## config.mk

```make
export PLATFORM = sky130hd
export DESIGN_NAME = crc32_word_engine
export DESIGN_NICKNAME = d
export VERILOG_FILES = /design/src/rtl/crc32w_pkg.sv /design/src/rtl/crc32_word_engine.sv /design/src/rtl/crc32w_update.sv
export SDC_FILE = /design/constraint.sdc
export NUM_CORES = 1
export LEC_CHECK = 0
export ABC_CLOCK_PERIOD_IN_PS = 4700
export BUFFER_PORTS_ARGS = -buffer_cell sky130_fd_sc_hd__clkbuf_2
export CAP_MARGIN = 25
export CORE_ASPECT_RATIO = 1.75
export CORE_MARGIN = 2
export CORE_UTILIZATION = 39
export CTS_CLUSTER_SIZE = 12
export DETAILED_ROUTE_END_ITERATION = 10
export GPL_TIMING_DRIVEN = 0
export PLACE_DENSITY = 0.55
export SLEW_MARGIN = 20
export SYNTH_ARGS = -nofsm -noshare
export SYNTH_HDL_FRONTEND = slang
export SYNTH_HIERARCHICAL = 1
export SYNTH_SLANG_ARGS = --single-unit
```

## constraint.sdc

```tcl
create_clock -name clk -period 4.7 [get_ports clk]
set_input_delay 0.47 -clock clk [delete_from_list [all_inputs] [get_ports clk]]
set_output_delay 0.47 -clock clk [all_outputs]
set_load 0.05 [all_outputs]
```

## src/rtl/crc32w_pkg.sv

```systemverilog
// crc32w_pkg: shared types, constants and the word update function of the crc32 word engine
// used by crc32w_update and crc32_word_engine; no dependencies
package crc32w_pkg;

    localparam logic [31:0] CRC_INIT = 32'hFFFF_FFFF;
    localparam logic [31:0] CRC_POLY = 32'h04C1_1DB7;
    localparam logic [31:0] CRC_TOP  = 32'h8000_0000;

    // running message state
    typedef struct packed {
        logic [31:0] crc;
        logic [23:0] word_bytes;
        logic [1:0]  byte_count;
    } crc32w_state_t;

    // one column per input bit: bits 31:0 of crc, then bits 31:0 of the word
    typedef logic [31:0] crc32w_cols_t [64];

    // contribution of each single input bit to the 32-step msb-first update
    function automatic crc32w_cols_t crc32w_build_cols();
        crc32w_cols_t cols;
        logic [31:0]  c;
        logic [31:0]  w;
        logic         fb;
        for (int k = 0; k < 64; k++)
        begin
            c = (k < 32) ? (32'd1 << k) : 32'd0;
            w = (k >= 32) ? (32'd1 << (k - 32)) : 32'd0;
            for (int i = 0; i < 32; i++)
            begin
                fb = c[31] ^ w[31 - i];
                c  = {c[30:0], 1'b0};
                if (fb)
                begin
                    c = c ^ CRC_POLY;
                end
            end
            cols[k] = c;
        end
        return cols;
    endfunction

    localparam crc32w_cols_t CRC_COLS = crc32w_build_cols();

    // whole word update as one xor network over independent input bits
    function automatic logic [31:0] crc32w_word(input logic [31:0] crc,
                                                input logic [31:0] word);
        logic [31:0] acc;
        acc = '0;
        for (int i = 0; i < 32; i++)
        begin
            if (crc[i])
            begin
                acc = acc ^ CRC_COLS[i];
            end
            if (word[i])
            begin
                acc = acc ^ CRC_COLS[32 + i];
            end
        end
        return acc;
    endfunction

endpackage

```

## src/rtl/crc32_word_engine.sv

```systemverilog
// crc32_word_engine: top level of the byte-stream crc-32 engine
// depends on crc32w_pkg and crc32w_update
//
// Takes one message byte per transaction on the slave stream (tuser marks the first byte,
// tlast the last) and packs bytes little-endian into 32-bit words, each word going msb first
// into a crc-32 register (polynomial 0x04C11DB7, start value all ones, no reflection, no final
// xor); a partial final word is padded with zero high bytes. One crc transaction leaves on the
// master stream per last byte. The block takes one byte every cycle unless the slave side
// stalls: each byte is registered, then a single unrolled 32-bit xor network updates
// the state register and, for a last byte, the result register. The slave side
// stalls only when a last byte waits behind a result that the master side has not taken.
module crc32_word_engine (
    input  logic        clk,
    input  logic        rst_n,
    input  logic        s_axis_tvalid,
    output logic        s_axis_tready,
    input  logic [7:0]  s_axis_tdata,   // [7:0] data_byte
    input  logic        s_axis_tuser,   // [0] first_byte
    input  logic        s_axis_tlast,   // last_byte
    output logic        m_axis_tvalid,
    input  logic        m_axis_tready,
    output logic [31:0] m_axis_tdata    // [31:0] crc_value
);
    import crc32w_pkg::*;

    logic          in_vld_reg;
    logic [7:0]    in_byte_reg;
    logic          in_first_reg;
    logic          in_last_reg;
    crc32w_state_t state_reg;
    crc32w_state_t state_next;
    logic          out_vld_reg;
    logic [31:0]   out_crc_reg;
    logic [31:0]   out_crc_next;
    logic          out_free;
    logic          advance;

    // the held byte moves on unless it is a last byte blocked by a waiting result
    assign out_free      = !out_vld_reg || m_axis_tready;
    assign advance       = in_vld_reg && (!in_last_reg || out_free);
    assign s_axis_tready = !in_vld_reg || advance;

    // input register
    always_ff @(posedge clk or negedge rst_n)
    begin
        if (!rst_n)
        begin
            in_vld_reg <= 1'b0;
        end
        else if (s_axis_tready)
        begin
            in_vld_reg <= s_axis_tvalid;
        end
    end

    always_ff @(posedge clk)
    begin
        if (s_axis_tready && s_axis_tvalid)
        begin
            in_byte_reg  <= s_axis_tdata;
            in_first_reg <= s_axis_tuser;
            in_last_reg  <= s_axis_tlast;
        end
    end

    // state update logic
    crc32w_update u_update (
        .cur        (state_reg),
        .data_byte  (in_byte_reg),
        .first_byte (in_first_reg),
        .last_byte  (in_last_reg),
        .nxt        (state_next),
        .crc_value  (out_crc_next)
    );

    // running crc state
    always_ff @(posedge clk or negedge rst_n)
    begin
        if (!rst_n)
        begin
            state_reg.crc        <= CRC_INIT;
            state_reg.word_bytes <= '0;
            state_reg.byte_count <= '0;
        end
        else if (advance)
        begin
            state_reg <= state_next;
        end
    end

    // result register
    always_ff @(posedge clk or negedge rst_n)
    begin
        if (!rst_n)
        begin
            out_vld_reg <= 1'b0;
        end
        else if (advance && in_last_reg)
        begin
            out_vld_reg <= 1'b1;
        end
        else if (m_axis_tready)
        begin
            out_vld_reg <= 1'b0;
        end
    end

    always_ff @(posedge clk)
    begin
        if (advance && in_last_reg)
        begin
            out_crc_reg <= out_crc_next;
        end
    end

    assign m_axis_tvalid = out_vld_reg;
    assign m_axis_tdata  = out_crc_reg;

endmodule

```

## src/rtl/crc32w_update.sv

```systemverilog
// crc32w_update: combinational next state for one message byte
// depends on crc32w_pkg
module crc32w_update (
    input  crc32w_pkg::crc32w_state_t cur,
    input  logic [7:0]                data_byte,
    input  logic                      first_byte,
    input  logic                      last_byte,
    output crc32w_pkg::crc32w_state_t nxt,
    output logic [31:0]               crc_value
);
    import crc32w_pkg::*;

    crc32w_state_t eff;
    logic [31:0]   word_ext;
    logic [31:0]   crc_upd;
    logic          word_full;

    // a first byte restarts the message
    always_comb
    begin
        if (first_byte)
        begin
            eff.crc        = CRC_INIT;
            eff.word_bytes = '0;
            eff.byte_count = '0;
        end
        else
        begin
            eff = cur;
        end
    end

    // place the byte little-endian, upper bytes stay zero as padding
    assign word_ext  = {8'd0, eff.word_bytes}
                     | ({24'd0, data_byte} << {eff.byte_count, 3'b000});
    assign word_full = (eff.byte_count == 2'd3);
    assign crc_upd   = crc32w_word(eff.crc, word_ext);
    assign crc_value = crc_upd;

    // a full word folds the word into the crc; the last byte restarts the state, its folded crc leaves on crc_value
    always_comb
    begin
        if (last_byte)
        begin
            nxt.crc        = CRC_INIT;
            nxt.word_bytes = '0;
            nxt.byte_count = '0;
        end
        else if (word_full)
        begin
            nxt.crc        = crc_upd;
            nxt.word_bytes = '0;
            nxt.byte_count = '0;
        end
        else
        begin
            nxt.crc        = eff.crc;
            nxt.word_bytes = word_ext[23:0];
            nxt.byte_count = eff.byte_count + 2'd1;
        end
    end

endmodule

```

==> results.txt, run 1 <==
The run finished with clean final reports. The placement row count came out at 79. In this run the critical register-to-register path is captured at state_reg[24]. The cell area after layout is 0.0116 mm².

The final setup violation count came out at 0. The number of flip-flops under the largest register name came out at 58. Of the synthesized area, sequential elements account for 0.265. Summed over all nets, wire length on met3 after detailed routing comes to 1600 µm. The standard cell area after detailed placement came out at 0.0113 mm². The share of final-layout standard cells stronger than drive strength 1 came out at 0.169. The number of clock sinks came out at 102. The number of nets in the layout came out at 1166. The worst-case setup slack after placement came out at -0.367 ns. The startpoint identified for the worst register-to-register timing path is in_first_reg.

The layout overhead on the synthesized area is 9.48%. The effective utilization at floorplan came out at 0.397. Across all setup checks in the final design, the least slack found is 0.170 ns. The analysis attributes to net switching a power of 3.69 mW.

Synthesis handed over a netlist of 1091 instances. The worst max-slew margin expressed relative to the limit is 0.365. The netlist uses 75 different library cells.

The data arrival time of the critical path is 4.83 ns. Dividing the detail-routed via count by the number of cells gives 5.76. The die area came out at 0.0286 mm². The synthesis-stage register bit count is 102. The number of buffers inserted by port buffering is 47. The depth of the CTS H-tree came out at 3. The count of endpoints failing hold in the final timing report came out at 0.

The area of the mapped netlist is 0.0106 mm². The wire length of the first global-routing pass came out at 55600 µm. The number of nets handed over by synthesis was 1106.

The total iterations of the first detailed-routing run is 6. The pin count of the biggest net entering global routing came out at 44. The number of synthesized flops with an enable pin is 42. The area occupied by registers is 0.00280 mm². For this run, the share of the core covered by cells in the final layout is 0.435.

0 antenna diodes ended up in the layout. The DRC violation total after the first TritonRoute iteration is 764. The routed wire length came out at 38300 µm. The maximum buffer depth of the clock tree came out at 2. The worst register-to-register path has a setup slack of 0.17 ns. The net switching fraction of the power came out at 0.481.

After detailed routing, the number of remaining DRC violations is 0. The critical path data required time came out at 5.00 ns. The proportion of synthesized flip-flops having asynchronous set or reset is 0.588.

The CTS buffer count came out at 9. The register share of total power came out at 0.202. Across every metal layer, demand over resource in global routing totals 0.271.

Along the worst hold path, the cell count comes to 1. After detailed routing, no signal wire sits above met4. For the worst flop-to-flop path, the logic depth is 14. The x dimension of the die came out at 129 µm. The worst vdd rail ir drop came out at 0.000268 V.

The ratio of total power to cell area is 661 mW/mm². For this run, the number of Yosys warnings is 6. The proportion of power drawn by combinational gates is 0.695. In the final routing, the length of wire on met1 measures 14200 µm. The number of antenna violations at the first check in global routing came to 0. Based on the critical path, the design can be clocked at up to 221 MHz. In the layout the commonest cells are sky130_fd_sc_hd__xnor2_1, sky130_fd_sc_hd__nor2_1, sky130_fd_sc_hd__nand2_1, sky130_fd_sc_hd__nand2b_1, sky130_fd_sc_hd__nand4b_1. The number of global-route vias before repair came out at 8302. The number of filler cells placed in the layout is 2634. The final HPWL from detailed placement is 30200 µm. The startpoint class of the critical path is a flip-flop.

The final-report max-slew violation count is 0. Clock skew on the completed layout was measured at 0.00846 ns. The I/O pin count came out at 48. Of the total power, the clock network draws 0.103. Cell internal power was estimated by the tool at 3.98 mW.

The critical-path maximum fanout is 19. The slew at the pin closest to its max-slew limit came out at 0.949 ns. The tightest min-delay check is of the input pin to flip-flop type. The met2 routed wirelength is 18900 µm.

The total of max-cap violations came out at 0. The nature of the critical path endpoint is a flip-flop. Summing internal, switching and leakage power gives 7.67 mW. Of the available clock period, the critical path in the final layout requires 0.964. Setup repair after global routing left no endpoint under its margin. CTS placed an instance of sky130_fd_sc_hd__clkbuf_16 at the clock tree root. The leakage power of the design came out at 4.51 nW. The total congestion overflow after global routing is 0.

The post-detailed-route wirelength per cell is 25.9 µm. The worst min-delay path endpoint is in_byte_reg[2]. Detailed routing inserted a total of 8531 vias. For this run, the leading register cell type out of synthesis is sky130_fd_sc_hd__edfxtp_1. Summing all multi-input logic gate instances after layout gives 0.00723 mm². The worst path in the final design needs a cycle of 4.53 ns, including I/O delays and setup. The worst setup path is of the flip-flop to flip-flop kind. For the worst-skew pair, the clock arrives at the later sink with an insertion delay of 0.39 ns. The mean cell area of the mapped netlist came out at 9.71 µm². The final RePlAce weighted congestion came out at 0.983. The core box area is 0.0267 mm².

TritonCTS built the clock tree. The remaining number of nets flagged by the antenna check after routing came out at 0. The startpoint identified for the worst hold timing path is s_axis_tdata[2].

The clock-pin slew on the worst setup and hold paths is 0.07 ns. The height of the chip is 222 µm. The library cell used most frequently in the layout, excluding fill and tap cells, is sky130_fd_sc_hd__xnor2_1.
==> power by group through the flow <==
stage | registers [mW] | clock network [mW] | logic (mW)
final | 1.55 | 0.792 | 5.33
after global routing | 1.57 | 0.844 | 5.50
after CTS | 1.55 | 0.823 | 5.26
after detailed placement | 1.56 | 0 | 5.24
after global placement | 1.56 | 0 | 5.24
after floorplan | 1.99 | 0 | 3.38
==> Yosys cell counts, drive strengths merged (23+ instances only) <==
master | count | area (µm²)
nor2 | 92 | 345
xor2 | 61 | 572
and2 | 23 | 144
nand2b | 64 | 400
o211ai | 62 | 571
xnor3 | 50 | 1130
nand4b | 58 | 508
dfstp | 32 | 841
dfrtp | 28 | 701
buf | 49 | 304
xnor2 | 169 | 1530
nand2 | 85 | 319
o22a | 30 | 263
edfxtp | 42 | 1260
clkbuf | 58 | 219
a21oi | 38 | 231
==> area by class of cell <==
class,instances,area share
inverters,12,0.00388
clock inverters,7,0.00636
plain buffers,106,0.0449
repair buffers,50,0.0255
well taps,324,0.0349
multi-input cells,870,0.623
flip-flops and latches,102,0.242
clock buffers,9,0.0194
==> logic make-up (layout without fill, tap and decap cells) <==
kind of cell / Yosys count / count (layout) / synth area share
mux: 5 / 5 / 0.00484
simple gates: 384 / 384 / 0.202
buf+inv: 119 / 184 / 0.0536
fa+ha+maj: 1 / 1 / 0.00118
compound gates: 193 / 193 / 0.154
flops: 102 / 102 / 0.265
xor+xnor: 287 / 287 / 0.320
==> routing by layer <==
layer | up-vias | track usage
met5 | - | 0
met4 | 0 | 0.210
met3 | 116 | 0.0372
met2 | 314 | 0.456
met1 | 4172 | 0.305
li1 | 3929 | -
==> worst max-delay path by stage <==
stage,startpoint,to,slack (ns),cells past startpoint
2_1_floorplan,in_first_reg,state_reg[46],1.36,15
3_3_place_gp,in_first_reg,state_reg[48],-0.35,15
3_5_place_dp,in_first_reg,state_reg[48],-0.37,15
4_1_cts,in_first_reg,state_reg[48],0.25,14
5_1_grt,in_first_reg,state_reg[24],0.02,14
6_report,in_first_reg,state_reg[24],0.17,14
==> per-stage QoR <==
| step | instances | setup TNS [ns] | hold WS, ns |
|---|---|---|---|
| floorplan | 1091 | 0 | 0.174 |
| global placement | 1462 | -10.59 | 0.504 |
| detailed placement | 1464 | -10.95 | 0.406 |
| CTS | 1480 | 0 | 0.229 |
| global route | 1480 | 0 | 0.246 |
| finish | 1480 | 0 | 0.250 |
==> repair_timing <==
item / in CTS / in global routing
buffers inserted: 0 / 0
endpoints found under the hold margin: 3 / 0
setup endpoints to repair: 44 / 0
gates resized for setup: 1 / 0
hold buffers: 1 / 0
==> critical path: stages (launching register included) <==
cell                       delay (ns)
sky130_fd_sc_hd__edfxtp_1        0.34
sky130_fd_sc_hd__buf_2           0.23
sky130_fd_sc_hd__buf_2           0.26
sky130_fd_sc_hd__buf_2           0.31
sky130_fd_sc_hd__buf_2           0.52
sky130_fd_sc_hd__clkbuf_2        0.40
sky130_fd_sc_hd__buf_2           0.35
sky130_fd_sc_hd__nor2b_1         0.09
sky130_fd_sc_hd__ha_1            0.24
sky130_fd_sc_hd__or3_1           0.35
sky130_fd_sc_hd__clkbuf_1        0.36
sky130_fd_sc_hd__clkbuf_1        0.38
sky130_fd_sc_hd__nor2_1          0.31
sky130_fd_sc_hd__nand2_1         0.10
sky130_fd_sc_hd__o211ai_1        0.17
Power figures use the tool's default switching activity.
==> run 2: changes to the inputs <==
- RECOVER_POWER: default -> 100
==> results.txt, run 2 (synthesized netlist as in run 1, its figures left out) <==
The count of endpoints failing hold in the final timing report came out at 0. The final RePlAce weighted congestion is 0.983. The pin count of the biggest net entering global routing is 44. The repair_antennas step left the layout with diodes totalling 0. The leakage power of the design is 4.30 nW.

In the final routed layout, each cell accounts on average for 25.9 µm. The mean number of vias per cell came out at 5.78. In the layout the commonest cells are sky130_fd_sc_hd__xnor2_1, sky130_fd_sc_hd__clkbuf_1, sky130_fd_sc_hd__nor2_1, sky130_fd_sc_hd__nand2_1, sky130_fd_sc_hd__nand2b_1. The checks that failed: max-capacitance violations, max-slew violations.

No sink is reached through more buffers than the 2 on the longest clock path. Of all nets on the critical path, the largest fanout is 19. The class of the tightest hold or removal check is input pin to flip-flop. The H-tree was split into 3 levels. The clock tree skew after final layout is 0.00860 ns. The remaining number of nets flagged by the antenna check after routing is 0. The number of clock sinks came out at 102. The standard cell area after detailed placement is 0.0113 mm². TritonCTS created 9 clock buffers. Once detailed placement completed, the half-perimeter wirelength came to 30200 µm. The nature of the critical path endpoint is a flip-flop. The number of cells after detailed placement is 1464. The fraction of the cycle the final worst path needs came out at 0.954. The wire length of the first global-routing pass came out at 55600 µm. Measured against its own limit, the worst slew margin works out to -0.733. For this block, the initial DRC count from the detailed router was 864. The accumulated negative setup slack came out at 0 ns.

The final setup violation count came out at 0. The number of buffers inserted by port buffering is 47. The number of antenna violations at the first check in global routing came out at 0.

The flow ran to the end, but the final reports show violations. The clock latency of the later-clocked register in the worst-skew pair came out at 0.39 ns. The core occupancy in the finished layout came out at 0.426.

TritonCTS built the clock tree. For this run, design rule violations remaining after detail routing come to 0. At the pin with the least slew margin, the transition time is 2.60 ns. The area occupied by registers came out at 0.00280 mm². The cell area after layout came out at 0.0114 mm². Max-cap violations in this run came to 1. The achievable frequency came out at 223 MHz. The type of the setup path with the least slack is flip-flop to flip-flop. The net count of the finished layout is 1166. The number of global-route vias before repair was 8302. Setup repair after global routing left no endpoint under its margin. The die area is 0.0286 mm². The worst vdd rail ir drop came out at 0.000266 V. The routed design could run at a clock period as short as 4.48 ns. The total iterations of the first detailed-routing run is 7. From synthesis to final layout, the design area changed by 7.19%. STA classifies the critical path startpoint as a flip-flop. In the global route stage, overall resource usage came out at 0.271. The root buffer cell chosen for the clock tree is sky130_fd_sc_hd__clkbuf_16. The placement row count is 79. The ratio of total power to cell area came out at 669 mW/mm². For this run the aggregate overflow at the end of global routing stands at 0. The routed wire length is 38400 µm. The number of filler cells placed in the layout is 2676. Clock-pin slew was measured on the worst setup and hold paths at 0.07 ns. The leading cell type in the layout, fill and taps excluded is sky130_fd_sc_hd__xnor2_1.

The effective utilization at floorplan came out at 0.397. The critical path data required time is 5.01 ns. The core box area is 0.0267 mm². The multi-input combinational cells in the finished layout cover a total of 0.00709 mm². The final-report max-slew violation count is 53. The height of the chip is 222 µm. The via count came out at 8558. Data arrives at the worst endpoint at 4.79 ns.

48 I/O pins were placed. The number of flip-flops under the largest register name is 58. The x dimension of the die came out at 129 µm. The share of final-layout standard cells stronger than drive strength 1 is 0.113. The final cell count without fillers is 1480.
run 2: critical path: stages (launching register included):
cell and delay (ns):
sky130_fd_sc_hd__edfxtp_1 0.34, sky130_fd_sc_hd__buf_2 0.23, sky130_fd_sc_hd__buf_2 0.26, sky130_fd_sc_hd__buf_2 0.32, sky130_fd_sc_hd__buf_2 0.50, sky130_fd_sc_hd__clkbuf_2 0.39
sky130_fd_sc_hd__buf_2 0.35, sky130_fd_sc_hd__nor2b_1 0.09, sky130_fd_sc_hd__ha_1 0.25, sky130_fd_sc_hd__or3_1 0.35, sky130_fd_sc_hd__clkbuf_1 0.35, sky130_fd_sc_hd__clkbuf_1 0.37
sky130_fd_sc_hd__nor2_1 0.31, sky130_fd_sc_hd__nand2_1 0.09, sky130_fd_sc_hd__o211ai_1 0.17
run 2: area by class of cell:
class                   count  share of cell area
plain buffers             106              0.0449
clock buffers               9              0.0198
clock inverters             7             0.00650
inverters                  12             0.00397
multi-input cells         870               0.624
flip-flops and latches    102               0.247
well taps                 324              0.0357
repair buffers             50              0.0184
run 2: where the power goes:
group	total, mW	switching [mW]	internal (mW)
logic	5.25	3.12	2.14
registers	1.55	0.170	1.38
clock network	0.796	0.383	0.413
total	7.59	3.67	3.93
run 2: through the flow:
step	setup WS (ns)	total power, mW	hold WS, ns
2_1_floorplan	1.36	5.37	0.174
3_3_place_gp	-0.354	6.79	0.504
3_5_place_dp	-0.367	6.80	0.406
4_1_cts	0.253	7.63	0.229
5_1_grt	0.0454	7.85	0.246
6_report	0.217	7.59	0.248
run 2: repair_timing:
action | in CTS | in global routing
setup buffers | 0 | 0
hold buffers | 1 | 0
resized for setup | 1 | 0
endpoints found under the setup margin | 44 | 0
endpoints found under the hold margin | 3 | 0
run 2: per-layer routing:
layer / track usage / vias up / part of all wire
li1: - / 3927 / -
met5: 0 / - / 0
met2: 0.456 / 288 / 0.49
met3: 0.0372 / 111 / 0.039
met1: 0.305 / 4232 / 0.37
met4: 0.210 / 0 / 0.091
run 2: final timing paths:
check,to,startpoint,cells after the start,slack (ns)
max in group asynchronous,state_reg[24],rst_n,3,0.88
setup / recovery,state_reg[24],in_first_reg,14,0.22
hold reg to reg,state_reg[56],state_reg[56],2,0.52
hold / removal,in_byte_reg[1],s_axis_tdata[1],1,0.25
setup reg to reg,state_reg[24],in_first_reg,14,0.22
min in group asynchronous,state_reg[1],rst_n,2,0.80
